**src/hw/rtl/srfg_pkg.sv**
```systemverilog
// Package of the section ramp frame generator.
// Holds the limits, the state type and the clamp helpers.
// No dependencies; the interfaces and the top level import it.
package srfg_pkg;

    // Value limits and section framing.
    localparam int unsigned FREQ_MIN       = 10;
    localparam int unsigned FREQ_MAX       = 240;
    localparam int unsigned STRENGTH_MAX   = 100;
    localparam int unsigned SUBS_PER_FRAME = 4;
    localparam int unsigned MAX_FRAMES_DEF = 64;

    // Field widths.
    localparam int unsigned DUR_W  = 16;
    localparam int unsigned FREQ_W = 8;
    localparam int unsigned STR_W  = 7;
    localparam int unsigned IN_W   = 8;

    // floor(d / 100) = (d * DUR_RECIP) >> DUR_SHIFT for every 16-bit d.
    localparam int unsigned DUR_RECIP_W = 17;
    localparam logic [DUR_RECIP_W-1:0] DUR_RECIP = 17'd83887;
    localparam int unsigned DUR_SHIFT = 23;
    localparam int unsigned DUR_Q_W   = 10;

    // Sequencer states.
    typedef enum logic [2:0] {
        S_IDLE,
        S_LEN,
        S_MULF,
        S_MULS,
        S_LOAD,
        S_DIV,
        S_EMIT
    } t_state;

    // Clamp a raw frequency code to the legal range.
    function automatic logic [FREQ_W-1:0] clamp_freq(input logic [IN_W-1:0] v);
        logic [FREQ_W-1:0] r;
        if (v > IN_W'(FREQ_MAX)) begin
            r = FREQ_W'(FREQ_MAX);
        end else if (v < IN_W'(FREQ_MIN)) begin
            r = FREQ_W'(FREQ_MIN);
        end else begin
            r = v;
        end
        return r;
    endfunction

    // Clamp a raw strength to the legal range.
    function automatic logic [STR_W-1:0] clamp_str(input logic [IN_W-1:0] v);
        logic [STR_W-1:0] r;
        if (v > IN_W'(STRENGTH_MAX)) begin
            r = STR_W'(STRENGTH_MAX);
        end else begin
            r = v[STR_W-1:0];
        end
        return r;
    endfunction

endpackage

```
**src/hw/rtl/srfg_ifs.sv**
```systemverilog
// Channel interfaces of the section ramp frame generator.
// Depends on srfg_pkg for the field widths.

// Section channel: one word describes one waveform section.
interface srfg_sect_if
    import srfg_pkg::*;
    ();
    logic              valid;
    logic              ready;
    logic [DUR_W-1:0]  sect_dur;
    logic [IN_W-1:0]   freq_from;
    logic [IN_W-1:0]   freq_to;
    logic [IN_W-1:0]   str_from;
    logic [IN_W-1:0]   str_to;

    modport source (
        output valid, sect_dur, freq_from, freq_to, str_from, str_to,
        input  ready
    );
    modport sink (
        input  valid, sect_dur, freq_from, freq_to, str_from, str_to,
        output ready
    );
endinterface

// Frame channel: one word carries four sub-steps of both quantities.
interface srfg_frame_if
    import srfg_pkg::*;
    ();
    logic              valid;
    logic              ready;
    logic [FREQ_W-1:0] freq_sub0;
    logic [FREQ_W-1:0] freq_sub1;
    logic [FREQ_W-1:0] freq_sub2;
    logic [FREQ_W-1:0] freq_sub3;
    logic [STR_W-1:0]  strength_sub0;
    logic [STR_W-1:0]  strength_sub1;
    logic [STR_W-1:0]  strength_sub2;
    logic [STR_W-1:0]  strength_sub3;
    logic              last_frame;

    modport source (
        output valid, freq_sub0, freq_sub1, freq_sub2, freq_sub3,
               strength_sub0, strength_sub1, strength_sub2, strength_sub3, last_frame,
        input  ready
    );
    modport sink (
        input  valid, freq_sub0, freq_sub1, freq_sub2, freq_sub3,
               strength_sub0, strength_sub1, strength_sub2, strength_sub3, last_frame,
        output ready
    );
endinterface

```
**src/hw/rtl/section_ramp_frame_generator.sv**
```systemverilog
// Top level of the section ramp frame generator.
// Depends on srfg_pkg and on the interfaces in srfg_ifs.sv.
//
//   channel   modport   direction   word
//   i_sect    sink      in          duration, start/end frequency, start/end strength
//   o_frame   source    out         four frequency and four strength sub-steps, last flag
//
// A section passes the setup states S_LEN, S_MULF and S_MULS, then builds each frame from
// eight values, each loaded in S_LOAD and found bit by bit in S_DIV by the shared restoring
// divider, and hands the frame to the output register in S_EMIT. i_sect.ready is high only
// between sections. A stalled output holds the sequencer in its hand-off state; nothing is
// lost. Reset is synchronous and clears the sequencer and the output valid flag only.
module section_ramp_frame_generator
    import srfg_pkg::*;
#(
    parameter int unsigned MAX_FRAMES = MAX_FRAMES_DEF
) (
    input  logic         i_clk,
    input  logic         i_rst_n,
    srfg_sect_if.sink    i_sect,
    srfg_frame_if.source o_frame
);

    // Widths that follow from the frame limit.
    localparam int unsigned NW   = $clog2(MAX_FRAMES + 1);
    localparam int unsigned DENW = NW + 2;
    localparam int unsigned DW   = NW + 3;
    localparam int unsigned NUMW = FREQ_W + DENW;
    localparam int unsigned AW   = DENW + 9;
    localparam int unsigned DLW  = FREQ_W + 1;
    localparam int unsigned QBW  = $clog2(FREQ_W);

    t_state               r_state;
    t_state               n_state;

    logic [DUR_W-1:0]     r_dur;
    logic [FREQ_W-1:0]    r_fs;
    logic [FREQ_W-1:0]    r_fe;
    logic [STR_W-1:0]     r_ss;
    logic [STR_W-1:0]     r_se;
    logic [NW-1:0]        r_nfr;
    logic [NUMW-1:0]      r_nf;
    logic [NUMW-1:0]      r_ns;
    logic [AW-1:0]        r_rem;
    logic [FREQ_W-1:0]    r_q;
    logic [QBW-1:0]       r_bit;
    logic [1:0]           r_unit;
    logic                 r_field;
    logic [NW-1:0]        r_frame;
    logic [FREQ_W-1:0]    r_fq [SUBS_PER_FRAME];
    logic [STR_W-1:0]     r_sq [SUBS_PER_FRAME];
    logic                 r_ov;
    logic [FREQ_W-1:0]    r_of [SUBS_PER_FRAME];
    logic [STR_W-1:0]     r_os [SUBS_PER_FRAME];
    logic                 r_olast;

    logic                 w_accept;
    logic                 w_push;
    logic                 w_last;
    logic [DENW-1:0]      w_den;
    logic [DW-1:0]        w_div;
    logic [DUR_W+DUR_RECIP_W-1:0] w_prod;
    logic [DUR_Q_W-1:0]   w_q100;
    logic [NW-1:0]        w_nfr;
    logic [FREQ_W-1:0]    w_mul_a;
    logic [NUMW-1:0]      w_mul;
    logic [AW-1:0]        w_shift;
    logic [AW:0]          w_trial;
    logic                 w_take;
    logic [FREQ_W-1:0]    w_qn;
    logic [DLW-1:0]       w_df;
    logic [DLW-1:0]       w_ds;
    logic [NUMW-1:0]      w_df_x;
    logic [NUMW-1:0]      w_ds_x;

    // Handshakes.
    assign w_accept       = i_sect.valid && i_sect.ready;
    assign i_sect.ready   = (r_state == S_IDLE);
    assign w_push         = (r_state == S_EMIT) && (!r_ov || o_frame.ready);
    assign w_last         = (r_frame == (r_nfr - NW'(1)));

    // Denominator of the ramp (4N) and divisor of the rounded quotient (8N).
    assign w_den = {r_nfr, 2'b00};
    assign w_div = {w_den, 1'b0};

    // Frame count: duration / 100, forced into 1..MAX_FRAMES.
    assign w_prod = DUR_W'(r_dur) * DUR_RECIP;
    assign w_q100 = DUR_Q_W'(w_prod >> DUR_SHIFT);
    always_comb begin
        if (w_q100 == '0) begin
            w_nfr = NW'(1);
        end else if (w_q100 > DUR_Q_W'(MAX_FRAMES)) begin
            w_nfr = NW'(MAX_FRAMES);
        end else begin
            w_nfr = NW'(w_q100);
        end
    end

    // Shared multiplier for the two start numerators (start value times 4N).
    assign w_mul_a = (r_state == S_MULF) ? r_fs : {1'b0, r_ss};
    assign w_mul   = NUMW'(w_mul_a) * NUMW'(w_den);

    // Per sub-step numerator increments, sign-extended.
    assign w_df   = {1'b0, r_fe} - {1'b0, r_fs};
    assign w_ds   = {2'b00, r_se} - {2'b00, r_ss};
    assign w_df_x = {{(NUMW-DLW){w_df[DLW-1]}}, w_df};
    assign w_ds_x = {{(NUMW-DLW){w_ds[DLW-1]}}, w_ds};

    // One restoring step of the shared divider.
    assign w_shift = AW'(w_div) << r_bit;
    assign w_trial = {1'b0, r_rem} - {1'b0, w_shift};
    assign w_take  = !w_trial[AW];
    assign w_qn    = r_q | (FREQ_W'(w_take) << r_bit);

    // Next-state logic of the sequencer.
    always_comb begin
        n_state = r_state;
        case (r_state)
            S_IDLE: begin
                if (w_accept) begin
                    n_state = S_LEN;
                end
            end
            S_LEN:  n_state = S_MULF;
            S_MULF: n_state = S_MULS;
            S_MULS: n_state = S_LOAD;
            S_LOAD: n_state = S_DIV;
            S_DIV: begin
                if (r_bit == '0) begin
                    if (r_field && (r_unit == 2'(SUBS_PER_FRAME - 1))) begin
                        n_state = S_EMIT;
                    end else begin
                        n_state = S_LOAD;
                    end
                end
            end
            S_EMIT: begin
                if (w_push) begin
                    n_state = w_last ? S_IDLE : S_LOAD;
                end
            end
            default: n_state = S_IDLE;
        endcase
    end

    // State register.
    always_ff @(posedge i_clk) begin
        if (!i_rst_n) begin
            r_state <= S_IDLE;
        end else begin
            r_state <= n_state;
        end
    end

    // Datapath registers, advanced under the sequencer.
    always_ff @(posedge i_clk) begin
        case (r_state)
            S_IDLE: begin
                if (w_accept) begin
                    r_dur   <= i_sect.sect_dur;
                    r_fs    <= clamp_freq(i_sect.freq_from);
                    r_fe    <= clamp_freq(i_sect.freq_to);
                    r_ss    <= clamp_str(i_sect.str_from);
                    r_se    <= clamp_str(i_sect.str_to);
                    r_frame <= '0;
                    r_unit  <= '0;
                    r_field <= 1'b0;
                end
            end
            S_LEN:  r_nfr <= w_nfr;
            S_MULF: r_nf  <= w_mul;
            S_MULS: r_ns  <= w_mul;
            S_LOAD: begin
                // Rounded quotient: (2*num + den) / (2*den).
                r_rem <= AW'({r_field ? r_ns : r_nf, 1'b0}) + AW'(w_den);
                r_q   <= '0;
                r_bit <= QBW'(FREQ_W - 1);
            end
            S_DIV: begin
                if (w_take) begin
                    r_rem <= w_trial[AW-1:0];
                end
                r_q   <= w_qn;
                r_bit <= r_bit - QBW'(1);
                if (r_bit == '0) begin
                    if (r_field) begin
                        r_sq[r_unit] <= w_qn[STR_W-1:0];
                        r_nf         <= r_nf + w_df_x;
                        r_ns         <= r_ns + w_ds_x;
                        r_unit       <= r_unit + 2'd1;
                    end else begin
                        r_fq[r_unit] <= w_qn;
                    end
                    r_field <= !r_field;
                end
            end
            S_EMIT: begin
                if (w_push) begin
                    r_frame <= r_frame + NW'(1);
                end
            end
            default: ;
        endcase
    end

    // Output register: loaded with a finished frame, held until taken.
    always_ff @(posedge i_clk) begin
        if (!i_rst_n) begin
            r_ov <= 1'b0;
        end else if (w_push) begin
            r_ov <= 1'b1;
        end else if (o_frame.ready) begin
            r_ov <= 1'b0;
        end
    end

    always_ff @(posedge i_clk) begin
        if (w_push) begin
            r_of    <= r_fq;
            r_os    <= r_sq;
            r_olast <= w_last;
        end
    end

    assign o_frame.valid         = r_ov;
    assign o_frame.freq_sub0     = r_of[0];
    assign o_frame.freq_sub1     = r_of[1];
    assign o_frame.freq_sub2     = r_of[2];
    assign o_frame.freq_sub3     = r_of[3];
    assign o_frame.strength_sub0 = r_os[0];
    assign o_frame.strength_sub1 = r_os[1];
    assign o_frame.strength_sub2 = r_os[2];
    assign o_frame.strength_sub3 = r_os[3];
    assign o_frame.last_frame    = r_olast;

`ifndef ASSERT_OFF
    // The frame index never passes the frame count while frames are being built.
    a_frame_bound: assert property (@(posedge i_clk) disable iff (!i_rst_n)
        (r_state == S_LOAD || r_state == S_DIV || r_state == S_EMIT) |-> (r_frame < r_nfr))
        else $error("frame index beyond frame count");

    // The frame count stays within 1..MAX_FRAMES once set.
    a_count_range: assert property (@(posedge i_clk) disable iff (!i_rst_n)
        (r_state == S_LOAD || r_state == S_DIV || r_state == S_EMIT)
        |-> (r_nfr != '0 && r_nfr <= NW'(MAX_FRAMES)))
        else $error("frame count out of range");

    // Handing over the last frame ends the section.
    a_last_idle: assert property (@(posedge i_clk) disable iff (!i_rst_n)
        (w_push && w_last) |=> (r_state == S_IDLE && o_frame.last_frame))
        else $error("section did not end after its last frame");

    // A frequency quotient never leaves the legal range.
    a_freq_range: assert property (@(posedge i_clk) disable iff (!i_rst_n)
        (r_state == S_DIV && r_bit == '0 && !r_field)
        |-> (w_qn >= FREQ_W'(FREQ_MIN) && w_qn <= FREQ_W'(FREQ_MAX)))
        else $error("frequency sub-step out of range");
`endif

endmodule
```
**src/flat_wrapper.sv**
```systemverilog
// flat-port wrapper written by rule: the top's interface ports become plain ports
module section_ramp_frame_generator_flat import srfg_pkg::*;
#(
    parameter int unsigned MAX_FRAMES = MAX_FRAMES_DEF
)
  (i_clk, i_rst_n, i_sect_valid, i_sect_sect_dur, i_sect_freq_from, i_sect_freq_to, i_sect_str_from, i_sect_str_to, i_sect_ready, o_frame_valid, o_frame_freq_sub0, o_frame_freq_sub1, o_frame_freq_sub2, o_frame_freq_sub3, o_frame_strength_sub0, o_frame_strength_sub1, o_frame_strength_sub2, o_frame_strength_sub3, o_frame_last_frame, o_frame_ready);
  srfg_sect_if i_sect_i ();
  srfg_frame_if o_frame_i ();
  input  logic i_clk;
  input  logic i_rst_n;
  input wire logic [$bits(i_sect_i.valid)-1:0] i_sect_valid;
  input wire logic [$bits(i_sect_i.sect_dur)-1:0] i_sect_sect_dur;
  input wire logic [$bits(i_sect_i.freq_from)-1:0] i_sect_freq_from;
  input wire logic [$bits(i_sect_i.freq_to)-1:0] i_sect_freq_to;
  input wire logic [$bits(i_sect_i.str_from)-1:0] i_sect_str_from;
  input wire logic [$bits(i_sect_i.str_to)-1:0] i_sect_str_to;
  output wire logic [$bits(i_sect_i.ready)-1:0] i_sect_ready;
  output wire logic [$bits(o_frame_i.valid)-1:0] o_frame_valid;
  output wire logic [$bits(o_frame_i.freq_sub0)-1:0] o_frame_freq_sub0;
  output wire logic [$bits(o_frame_i.freq_sub1)-1:0] o_frame_freq_sub1;
  output wire logic [$bits(o_frame_i.freq_sub2)-1:0] o_frame_freq_sub2;
  output wire logic [$bits(o_frame_i.freq_sub3)-1:0] o_frame_freq_sub3;
  output wire logic [$bits(o_frame_i.strength_sub0)-1:0] o_frame_strength_sub0;
  output wire logic [$bits(o_frame_i.strength_sub1)-1:0] o_frame_strength_sub1;
  output wire logic [$bits(o_frame_i.strength_sub2)-1:0] o_frame_strength_sub2;
  output wire logic [$bits(o_frame_i.strength_sub3)-1:0] o_frame_strength_sub3;
  output wire logic [$bits(o_frame_i.last_frame)-1:0] o_frame_last_frame;
  input wire logic [$bits(o_frame_i.ready)-1:0] o_frame_ready;
  assign i_sect_i.valid = i_sect_valid;
  assign i_sect_i.sect_dur = i_sect_sect_dur;
  assign i_sect_i.freq_from = i_sect_freq_from;
  assign i_sect_i.freq_to = i_sect_freq_to;
  assign i_sect_i.str_from = i_sect_str_from;
  assign i_sect_i.str_to = i_sect_str_to;
  assign i_sect_ready = i_sect_i.ready;
  assign o_frame_valid = o_frame_i.valid;
  assign o_frame_freq_sub0 = o_frame_i.freq_sub0;
  assign o_frame_freq_sub1 = o_frame_i.freq_sub1;
  assign o_frame_freq_sub2 = o_frame_i.freq_sub2;
  assign o_frame_freq_sub3 = o_frame_i.freq_sub3;
  assign o_frame_strength_sub0 = o_frame_i.strength_sub0;
  assign o_frame_strength_sub1 = o_frame_i.strength_sub1;
  assign o_frame_strength_sub2 = o_frame_i.strength_sub2;
  assign o_frame_strength_sub3 = o_frame_i.strength_sub3;
  assign o_frame_last_frame = o_frame_i.last_frame;
  assign o_frame_i.ready = o_frame_ready;
  section_ramp_frame_generator #(.MAX_FRAMES(MAX_FRAMES)) u_core (.i_clk(i_clk), .i_rst_n(i_rst_n), .i_sect(i_sect_i), .o_frame(o_frame_i));
endmodule
```
**config.mk**
```make
export PLATFORM = sky130hd
export DESIGN_NAME = section_ramp_frame_generator_flat
export DESIGN_NICKNAME = d
export VERILOG_FILES = /design/src/hw/rtl/srfg_pkg.sv /design/src/hw/rtl/srfg_ifs.sv /design/src/hw/rtl/section_ramp_frame_generator.sv /design/src/flat_wrapper.sv
export SDC_FILE = /design/constraint.sdc
export NUM_CORES = 1
export LEC_CHECK = 0
export BUFFER_PORTS_ARGS = -buffer_cell sky130_fd_sc_hd__clkbuf_2
export CORE_MARGIN = 4
export CORE_UTILIZATION = 63
export CTS_CLUSTER_SIZE = 20
export DETAILED_ROUTE_END_ITERATION = 10
export GPL_ROUTABILITY_DRIVEN = 0
export GPL_TIMING_DRIVEN = 0
export PLACE_DENSITY = 0.82
export RECOVER_POWER = 50
export SKIP_CTS_REPAIR_TIMING = 1
export SLEW_MARGIN = 25
export SYNTH_ARGS = -nofsm -noshare
export SYNTH_HDL_FRONTEND = slang
export SYNTH_SLANG_ARGS = --single-unit
```
**constraint.sdc**
```tcl
create_clock -name i_clk -period 8.1 [get_ports i_clk]
set_input_delay 2.43 -clock i_clk [delete_from_list [all_inputs] [get_ports i_clk]]
set_output_delay 2.43 -clock i_clk [all_outputs]
set_load 0.01 [all_outputs]
```
==> reports/metrics.yaml, run 1 <==
outcome:
  status: "complete, but fails checks"
  violations: "capacitance limit, slew limit"
layout:
  antenna_cells: 0
  fillers: 2057
  drive_above_1_share_pct: 10.2
  final_nets: 2298
  areaGrowthSynthToFinish_pct: 10.3
  layout.cells.non_filler: 2281
floorplan:
  pin_count: 115
  rows: 63
  start_util_pct: 64.2
  core_area_mm2: 0.0297
  fp.dieW_um: 182
  fp.dieArea_mm2: 0.0331
  fp.dieH_um: 182
drt:
  dr_total_vias: 13060
  wl_per_cell_um: 18.1
  firstDrtPassIters: 7
  drc: 0
  ant_nets: 0
  wirelength_mm: 41.3
  vias_per_cell: 5.73
  drt_iter0_drc: 1025
synth:
  synth_top_cells_by_count: "inv_1 (258), edfxtp_1 (244), ha_1 (242)"
  synth_cell_types: 74
  synth_top_family_by_area: "adder cells"
  synthAdderAreaFrac_pct: 29.6
  syn-cell-area_mm2: 0.0191
  netlist_top_cells_area: "edfxtp_1 (38%), ha_1 (16%), fa_1 (14%)"
  yosys_warnings: 0
  avgSynthCellArea_um2: 11.1
  syn_nets: 2149
  synthXorXnorAreaFrac_pct: 4.13
  synth_edf_count: 244
  synthMuxAreaShare_pct: 1.54
  synth_ff_type: "edfxtp_1"
  synth_top_area_share_pct: 38.4
  ys_ff_latch: 248
  synth_compound_area_share_pct: 9.77
  synth_cells: 1724
  synthSimpleGateAreaFrac_pct: 10.0
  yosysSeqAreaShare_pct: 38.9
  synth.most_common_cell: "inv_1"
  synth.largest_area_cell: "edfxtp_1"
  async_flop_share_pct: 0
setup_path:
  criticalPathCategory: "flop to flop"
  cp-start-kind: "flop"
  crit_required_ns: 8.37
  crit_fanout: 10
  cp.arrival_ns: 6.95
  end_kind: "flop"
sta:
  setup_tns_ns: 0
  final.min_clock_period_ns: 6.69
  clock_skew_ns: 0.0178
  max_slew_margin_pct: -9.74
  max_freq_ghz: 0.150
  slew_violations: 20
  setup_viol_count_final: 0
  min_period_over_period_pct: 82.6
  hold_viol: 0
  worst_slew_pin_slew_ns: 1.64
  rsz0062_at_grt: "false"
global_route:
  grt_max_degree: 26
  grt_pass1_vias: 13544
  overflow: 0
  grt_usage_pct: 25.2
  grt_antenna_before_repair: 1
  grt_pass1_wl_mm: 67.5
place:
  hpwlAfterDp_mm: 32.4
  port_buffers: 114
  placed_cells: 2234
min_path:
  hp-class: "flop to flop"
clock_network:
  clock_latency_ns: 0.55
  htreeDepth: 1
  cts_sinks: 248
  cts_max_path_buffers: 3
  clock-root-buffer: "clkbuf_16"
  clk_pin_slew_worst_paths_ns: 0.06
  numCtsBuffers: 27
  tritoncts: "built"
flow_run:
  maxCapViolCount: 1
layout by cell type, fill, tap and decap left out, types with 13 or more instances in the layout:
master     instances
ha_1             242
and3_1            21
clkbuf_2         101
a31oi_1           13
a21o_1            30
nand2_1          124
mux2i_1           17
xnor2_1           54
xor2_1            36
nand3_1           21
fa_1             131
edfxtp_1         244
and2_1            32
nor3_1            28
inv_1            258
nor2_1            92
a21oi_1           70
o21ai_0           74
clkbuf_1          58
clkbuf_16         27
per-layer routing:
layer | global-route usage [%] | routed length, um
met5 | 0 | 13
met2 | 44.0 | 20100
met4 | 5.64 | 938
met1 | 33.4 | 17500
met3 | 4.01 | 2810
logic make-up after synthesis:
group	count (synthesis)
xor+xnor	90
compound gates	286
flops	248
fa+ha+maj	373
buf+inv	303
mux	28
simple gates	396
through the flow:
step / hold WS (ns) / utilization (%) / setup slack (ns) / area (um2)
final: 0.414 / 70.8 / 1.41 / 21000
after global routing: 0.419 / 70.8 / 1.08 / 21000
after CTS: 0.415 / 71.1 / 1.49 / 21100
after detailed placement: 0.405 / 68.2 / 1.51 / 20300
after global placement: 0.401 / 67.7 / 1.56 / 20100
after floorplan: 0.400 / - / 2.21 / 19100
layout make-up:
type	instances	area (um2)	share of cell area, %
Buffer	44	181	0.863
Clock buffer	29	683	3.25
Tap cell	390	488	2.32
Timing Repair Buffer	120	612	2.91
Sequential cell	248	7410	35.2
Inverter	259	972	4.62
Multi-Input combinational cell	1173	10500	50.0
Clock inverter	18	169	0.803
critical path: stages (launching register included):
cell,delay (ns)
dfxtp_1,0.31
clkbuf_1,0.34
nor3b_1,0.68
clkbuf_1,0.54
o21ai_1,0.32
and2_1,0.27
fa_1,0.53
inv_1,0.05
fa_1,0.46
fa_1,0.54
inv_1,0.06
fa_1,0.48
ha_1,0.36
inv_1,0.07
o21bai_1,0.09
a2111oi_1,0.52
o41a_1,0.28
o21ai_1,0.09
xnor2_1,0.15
nor2_1,0.20
a21oi_1,0.06
worst paths after layout:
path | end | from | slack [ns] | depth (start not counted)
worst min-delay path | u_core.o_frame.strength_sub2[1] | u_core.r_sq[8] | 0.41 | 0
worst max register to register | u_core.r_nf[16] | u_core.r_state[1] | 1.41 | 20
worst max-delay path | u_core.r_nf[16] | u_core.r_state[1] | 1.41 | 20
worst min register to register | u_core.o_frame.strength_sub2[1] | u_core.r_sq[8] | 0.41 | 0
registers in the layout, indices dropped and copies added, names as in the netlist, 8 cells and up:
signal                    count
u_core.o_frame.freq_sub0      8
u_core.o_frame.freq_sub1      8
u_core.o_frame.freq_sub2      8
u_core.o_frame.freq_sub3      8
u_core.r_dur                 16
u_core.r_fe                   8
u_core.r_fq                  32
u_core.r_fs                   8
u_core.r_nf                  17
u_core.r_ns                  17
u_core.r_q                    8
u_core.r_rem                 15
u_core.r_sq                  28
Power of run 1 is not shown: default switching activity piles up to over one toggle a cycle in this logic, so the estimate is an artifact.
==> run 2, diff against run 1 <==
--- a/config.mk
+++ b/config.mk
@@ -5,14 +5,15 @@
 export SDC_FILE = /design/constraint.sdc
 export NUM_CORES = 1
 export LEC_CHECK = 0
+export ABC_AREA = 1
 export BUFFER_PORTS_ARGS = -buffer_cell sky130_fd_sc_hd__clkbuf_2
 export CORE_MARGIN = 4
-export CORE_UTILIZATION = 63
+export CORE_UTILIZATION = 57
 export CTS_CLUSTER_SIZE = 20
 export DETAILED_ROUTE_END_ITERATION = 10
 export GPL_ROUTABILITY_DRIVEN = 0
 export GPL_TIMING_DRIVEN = 0
-export PLACE_DENSITY = 0.82
+export PLACE_DENSITY = 0.78
 export RECOVER_POWER = 50
 export SKIP_CTS_REPAIR_TIMING = 1
 export SLEW_MARGIN = 25
==> constraint.sdc (replaced) <==
create_clock -name i_clk -period 6.1 [get_ports i_clk]
set_input_delay 1.83 -clock i_clk [delete_from_list [all_inputs] [get_ports i_clk]]
set_output_delay 1.83 -clock i_clk [all_outputs]
set_load 0.01 [all_outputs]
==> run 2 against run 1 <==
  * The run still ends with capacitance limit, slew limit left
  * Routed wire length rose by 19%
  * Clock-buffer cell count rose by 1
  * Critical path depth rose by 7
  * First-iteration DRC count rose by 54%
==> reports/metrics.yaml, run 2 <==
drt:
  drt_iter0_drc: 1583  # +54%
  wl_met2_mm: 22.8  # +13%
  met3_length_mm: 4.24  # +51%
  ant_nets: 0  # unchanged
  wl_per_cell_um: 17.1  # -5.6%
  firstDrtPassIters: 6  # -1
  top_layer: "met4"
  drc: 0  # unchanged
  dr_total_vias: 15834  # +21%
  wl_met1_mm: 20.9  # +19%
  vias_per_cell: 5.51  # -3.7%
  wirelength_mm: 49.1  # +19%
layout:
  final_common_cell: "inv_1"
  areaGrowthSynthToFinish_pct: 11.4
  layout.cells.non_filler: 2873  # +26%
  largest_register_ffs: 32  # unchanged
  antenna_cells: 0  # unchanged
  final_cell_mix: "inv_1 (463), nand2_1 (411), edfxtp_1 (244)"
  register_area_mm2: 0.00741  # unchanged
  top_regs: "u_core.r_fq: 32 flops, u_core.r_sq: 28 flops"
  postLayoutCellArea_mm2: 0.0225  # +7.1%
  fillers: 2690  # +31%
  regMostFlops: "u_core.r_fq"
  multi_input_area_mm2: 0.0110  # +4.8%
  final_nets: 2823  # +23%
  drive_above_1_share_pct: 10.3  # +0.050 points
sta:
  max_freq_ghz: 0.172  # +15%
  clock_skew_ns: 0.0178  # -0.00000880 ns
  hold_viol: 0  # unchanged
  max_slew_margin_pct: -7.06  # +2.7 points
  min_period_over_period_pct: 95.3  # +13 points
  slew_violations: 19  # -5.0%
  worst_slew_pin_slew_ns: 1.60  # -0.0401 ns
  final.min_clock_period_ns: 5.81  # -0.875 ns
  setup_viol_count_final: 0  # unchanged
synth:
  async_flop_share_pct: 0  # unchanged
  yosys_warnings: 0  # unchanged
  synth_top_cells_by_count: "inv_1 (461), nand2_1 (415), edfxtp_1 (244)"
  synth_ff_type: "edfxtp_1"
  synth_top_area_share_pct: 36.2  # -2.2 points
  synth_cells: 2225  # +29%
  netlist_top_cells_area: "edfxtp_1 (36%), ha_1 (15%), fa_1 (13%)"
  synth.largest_area_cell: "edfxtp_1"
  synth.most_common_cell: "inv_1"
  synth_cell_types: 47  # -36%
  synth_edf_count: 244  # unchanged
  syn-cell-area_mm2: 0.0202  # +6.0%
  ys_ff_latch: 248  # unchanged
  yosysSeqAreaShare_pct: 36.6  # -2.2 points
  syn_nets: 2650  # +23%
  avgSynthCellArea_um2: 9.08  # -18%
global_route:
  overflow: 0  # unchanged
  grt_usage_pct: 24.9  # -0.28 points
  grt_pass1_wl_mm: 78.3  # +16%
  grt_antenna_before_repair: 0  # -1
  grt_max_degree: 30  # +15%
  grt_pass1_vias: 15871  # +17%
setup_path:
  crit_path_frequent_cell: "nand2_1"
  crit_fanout: 6  # -4
  end_kind: "flop"
  cp-start-kind: "flop"
  r2r_start: "u_core.r_dur[1]"
  worstRegToRegCells: 27  # +35%
  slowest_delay_ns: 0.72  # +0.04 ns
  crit_required_ns: 6.39  # -1.98 ns
  r2r-end: "u_core.r_nfr[5]"
  criticalPathCategory: "flop to flop"
  r2r_slack_ns: 0.29  # -1.12 ns
  crit_path_top_delay_cell: "fa_2"
  cp.arrival_ns: 6.10  # -0.85 ns
clock_network:
  tritoncts: "built"
  numCtsBuffers: 27  # unchanged
  cts_max_path_buffers: 3  # unchanged
  clock_latency_ns: 0.54  # about the same
  htreeDepth: 1  # unchanged
  clock-root-buffer: "clkbuf_16"
  cts_sinks: 248  # unchanged
  clk_pin_slew_worst_paths_ns: 0.06  # about the same
place:
  hpwlAfterDp_mm: 38.6  # +19%
  placed_cell_area_mm2: 0.0215  # +6.1%
  placed_cells: 2800  # +25%
  port_buffers: 114  # unchanged
floorplan:
  rows: 68  # +7.9%
  start_util_pct: 58.1  # -6.1 points
  pin_count: 115  # unchanged
  fp.dieH_um: 196  # +7.9%
  fp.dieArea_mm2: 0.0385  # +16%
  core_area_mm2: 0.0348  # +17%
  fp.dieW_um: 196  # +7.9%
min_path:
  whs_path_depth: 0  # unchanged
  whs_endpoint: "u_core.o_frame.freq_sub1[1]"
  hp-class: "flop to flop"
  min-delay-start: "u_core.r_fq[17]"
outcome:
  status: "complete, but fails checks"
  violations: "capacitance limit, slew limit"
flow_run:
  maxCapViolCount: 1  # unchanged
==> run 2: cell count changes in the layout (fill, tap and decap cells not counted), moves of 41 or more <==
| cell | before | now |
|---|---|---|
| a21oi_1 | 70 | 132 |
| inv_1 | 258 | 463 |
| nand2_1 | 124 | 411 |
| nand3_1 | 21 | 62 |
| nor2_1 | 92 | 164 |
| o21ai_0 | 74 | 126 |
==> run 2: worst max-delay path, delay by kind of cell, from the launching register on <==
| family | cells | cell delay, ns |
|---|---|---|
| adders and majority gates | 7 | 3.44 |
| and+or+nand+nor | 14 | 1.19 |
| DFF | 1 | 0.56 |
| buffers and inverters | 6 | 0.36 |
==> run 2: per-layer routing <==
layer | global-route usage, % | up-vias
met5 | 0 | -
met4 | 5.92 | 0
met3 | 4.74 | 112
met2 | 40.6 | 684
met1 | 34.9 | 7464
li1 | - | 7574
==> run 2: through the flow <==
| stage | worst slack [ns] | hold WS [ns] | utilization (%) | TNS, ns |
|---|---|---|---|---|
| floorplan | 0.593 | 0.400 | - | 0 |
| global placement | -0.0864 | 0.401 | 61.4 | -0.227 |
| detailed placement | -0.202 | 0.405 | 61.8 | -0.881 |
| CTS | -0.262 | 0.418 | 64.3 | -1.56 |
| global route | -0.0266 | 0.421 | 64.7 | -0.0670 |
| finish | 0.289 | 0.418 | 64.7 | 0 |
==> run 2: cell families after synthesis <==
| group | Yosys count | share of synthesized area, % |
|---|---|---|
| flip-flops | 248 | 36.6 |
| buffers and inverters | 499 | 9.28 |
| AND/OR/NAND/NOR | 727 | 15.0 |
| XOR/XNOR | 48 | 2.08 |
| AO/OA/AOI/OAI | 319 | 8.44 |
| multiplexers | 11 | 0.607 |
| adder cells (fa/ha/maj) | 373 | 28.0 |
==> run 2: worst max-delay path by stage <==
stage,start,end,slack (ns),cells after the start
2_1_floorplan,u_core.r_dur[14],u_core.r_nfr[5],0.59,24
3_3_place_gp,u_core.r_state[1],u_core.r_nf[14],-0.09,21
3_5_place_dp,u_core.r_state[1],u_core.r_ns[14],-0.20,21
4_1_cts,u_core.r_state[1],u_core.r_ns[14],-0.26,21
5_1_grt,u_core.r_dur[5],u_core.r_nfr[2],-0.03,28
6_report,u_core.r_dur[1],u_core.r_nfr[5],0.29,27
==> run 2: area by class of cell <==
class / instances / area share (%)
well taps: 455 / 2.53
multi-input cells: 1478 / 48.9
clock inverters: 19 / 0.811
flip-flops and latches: 248 / 32.9
clock buffers: 30 / 3.05
inverters: 468 / 7.80
repair buffers: 144 / 3.46
plain buffers: 31 / 0.533
Power of run 2 is left out for the same reason.
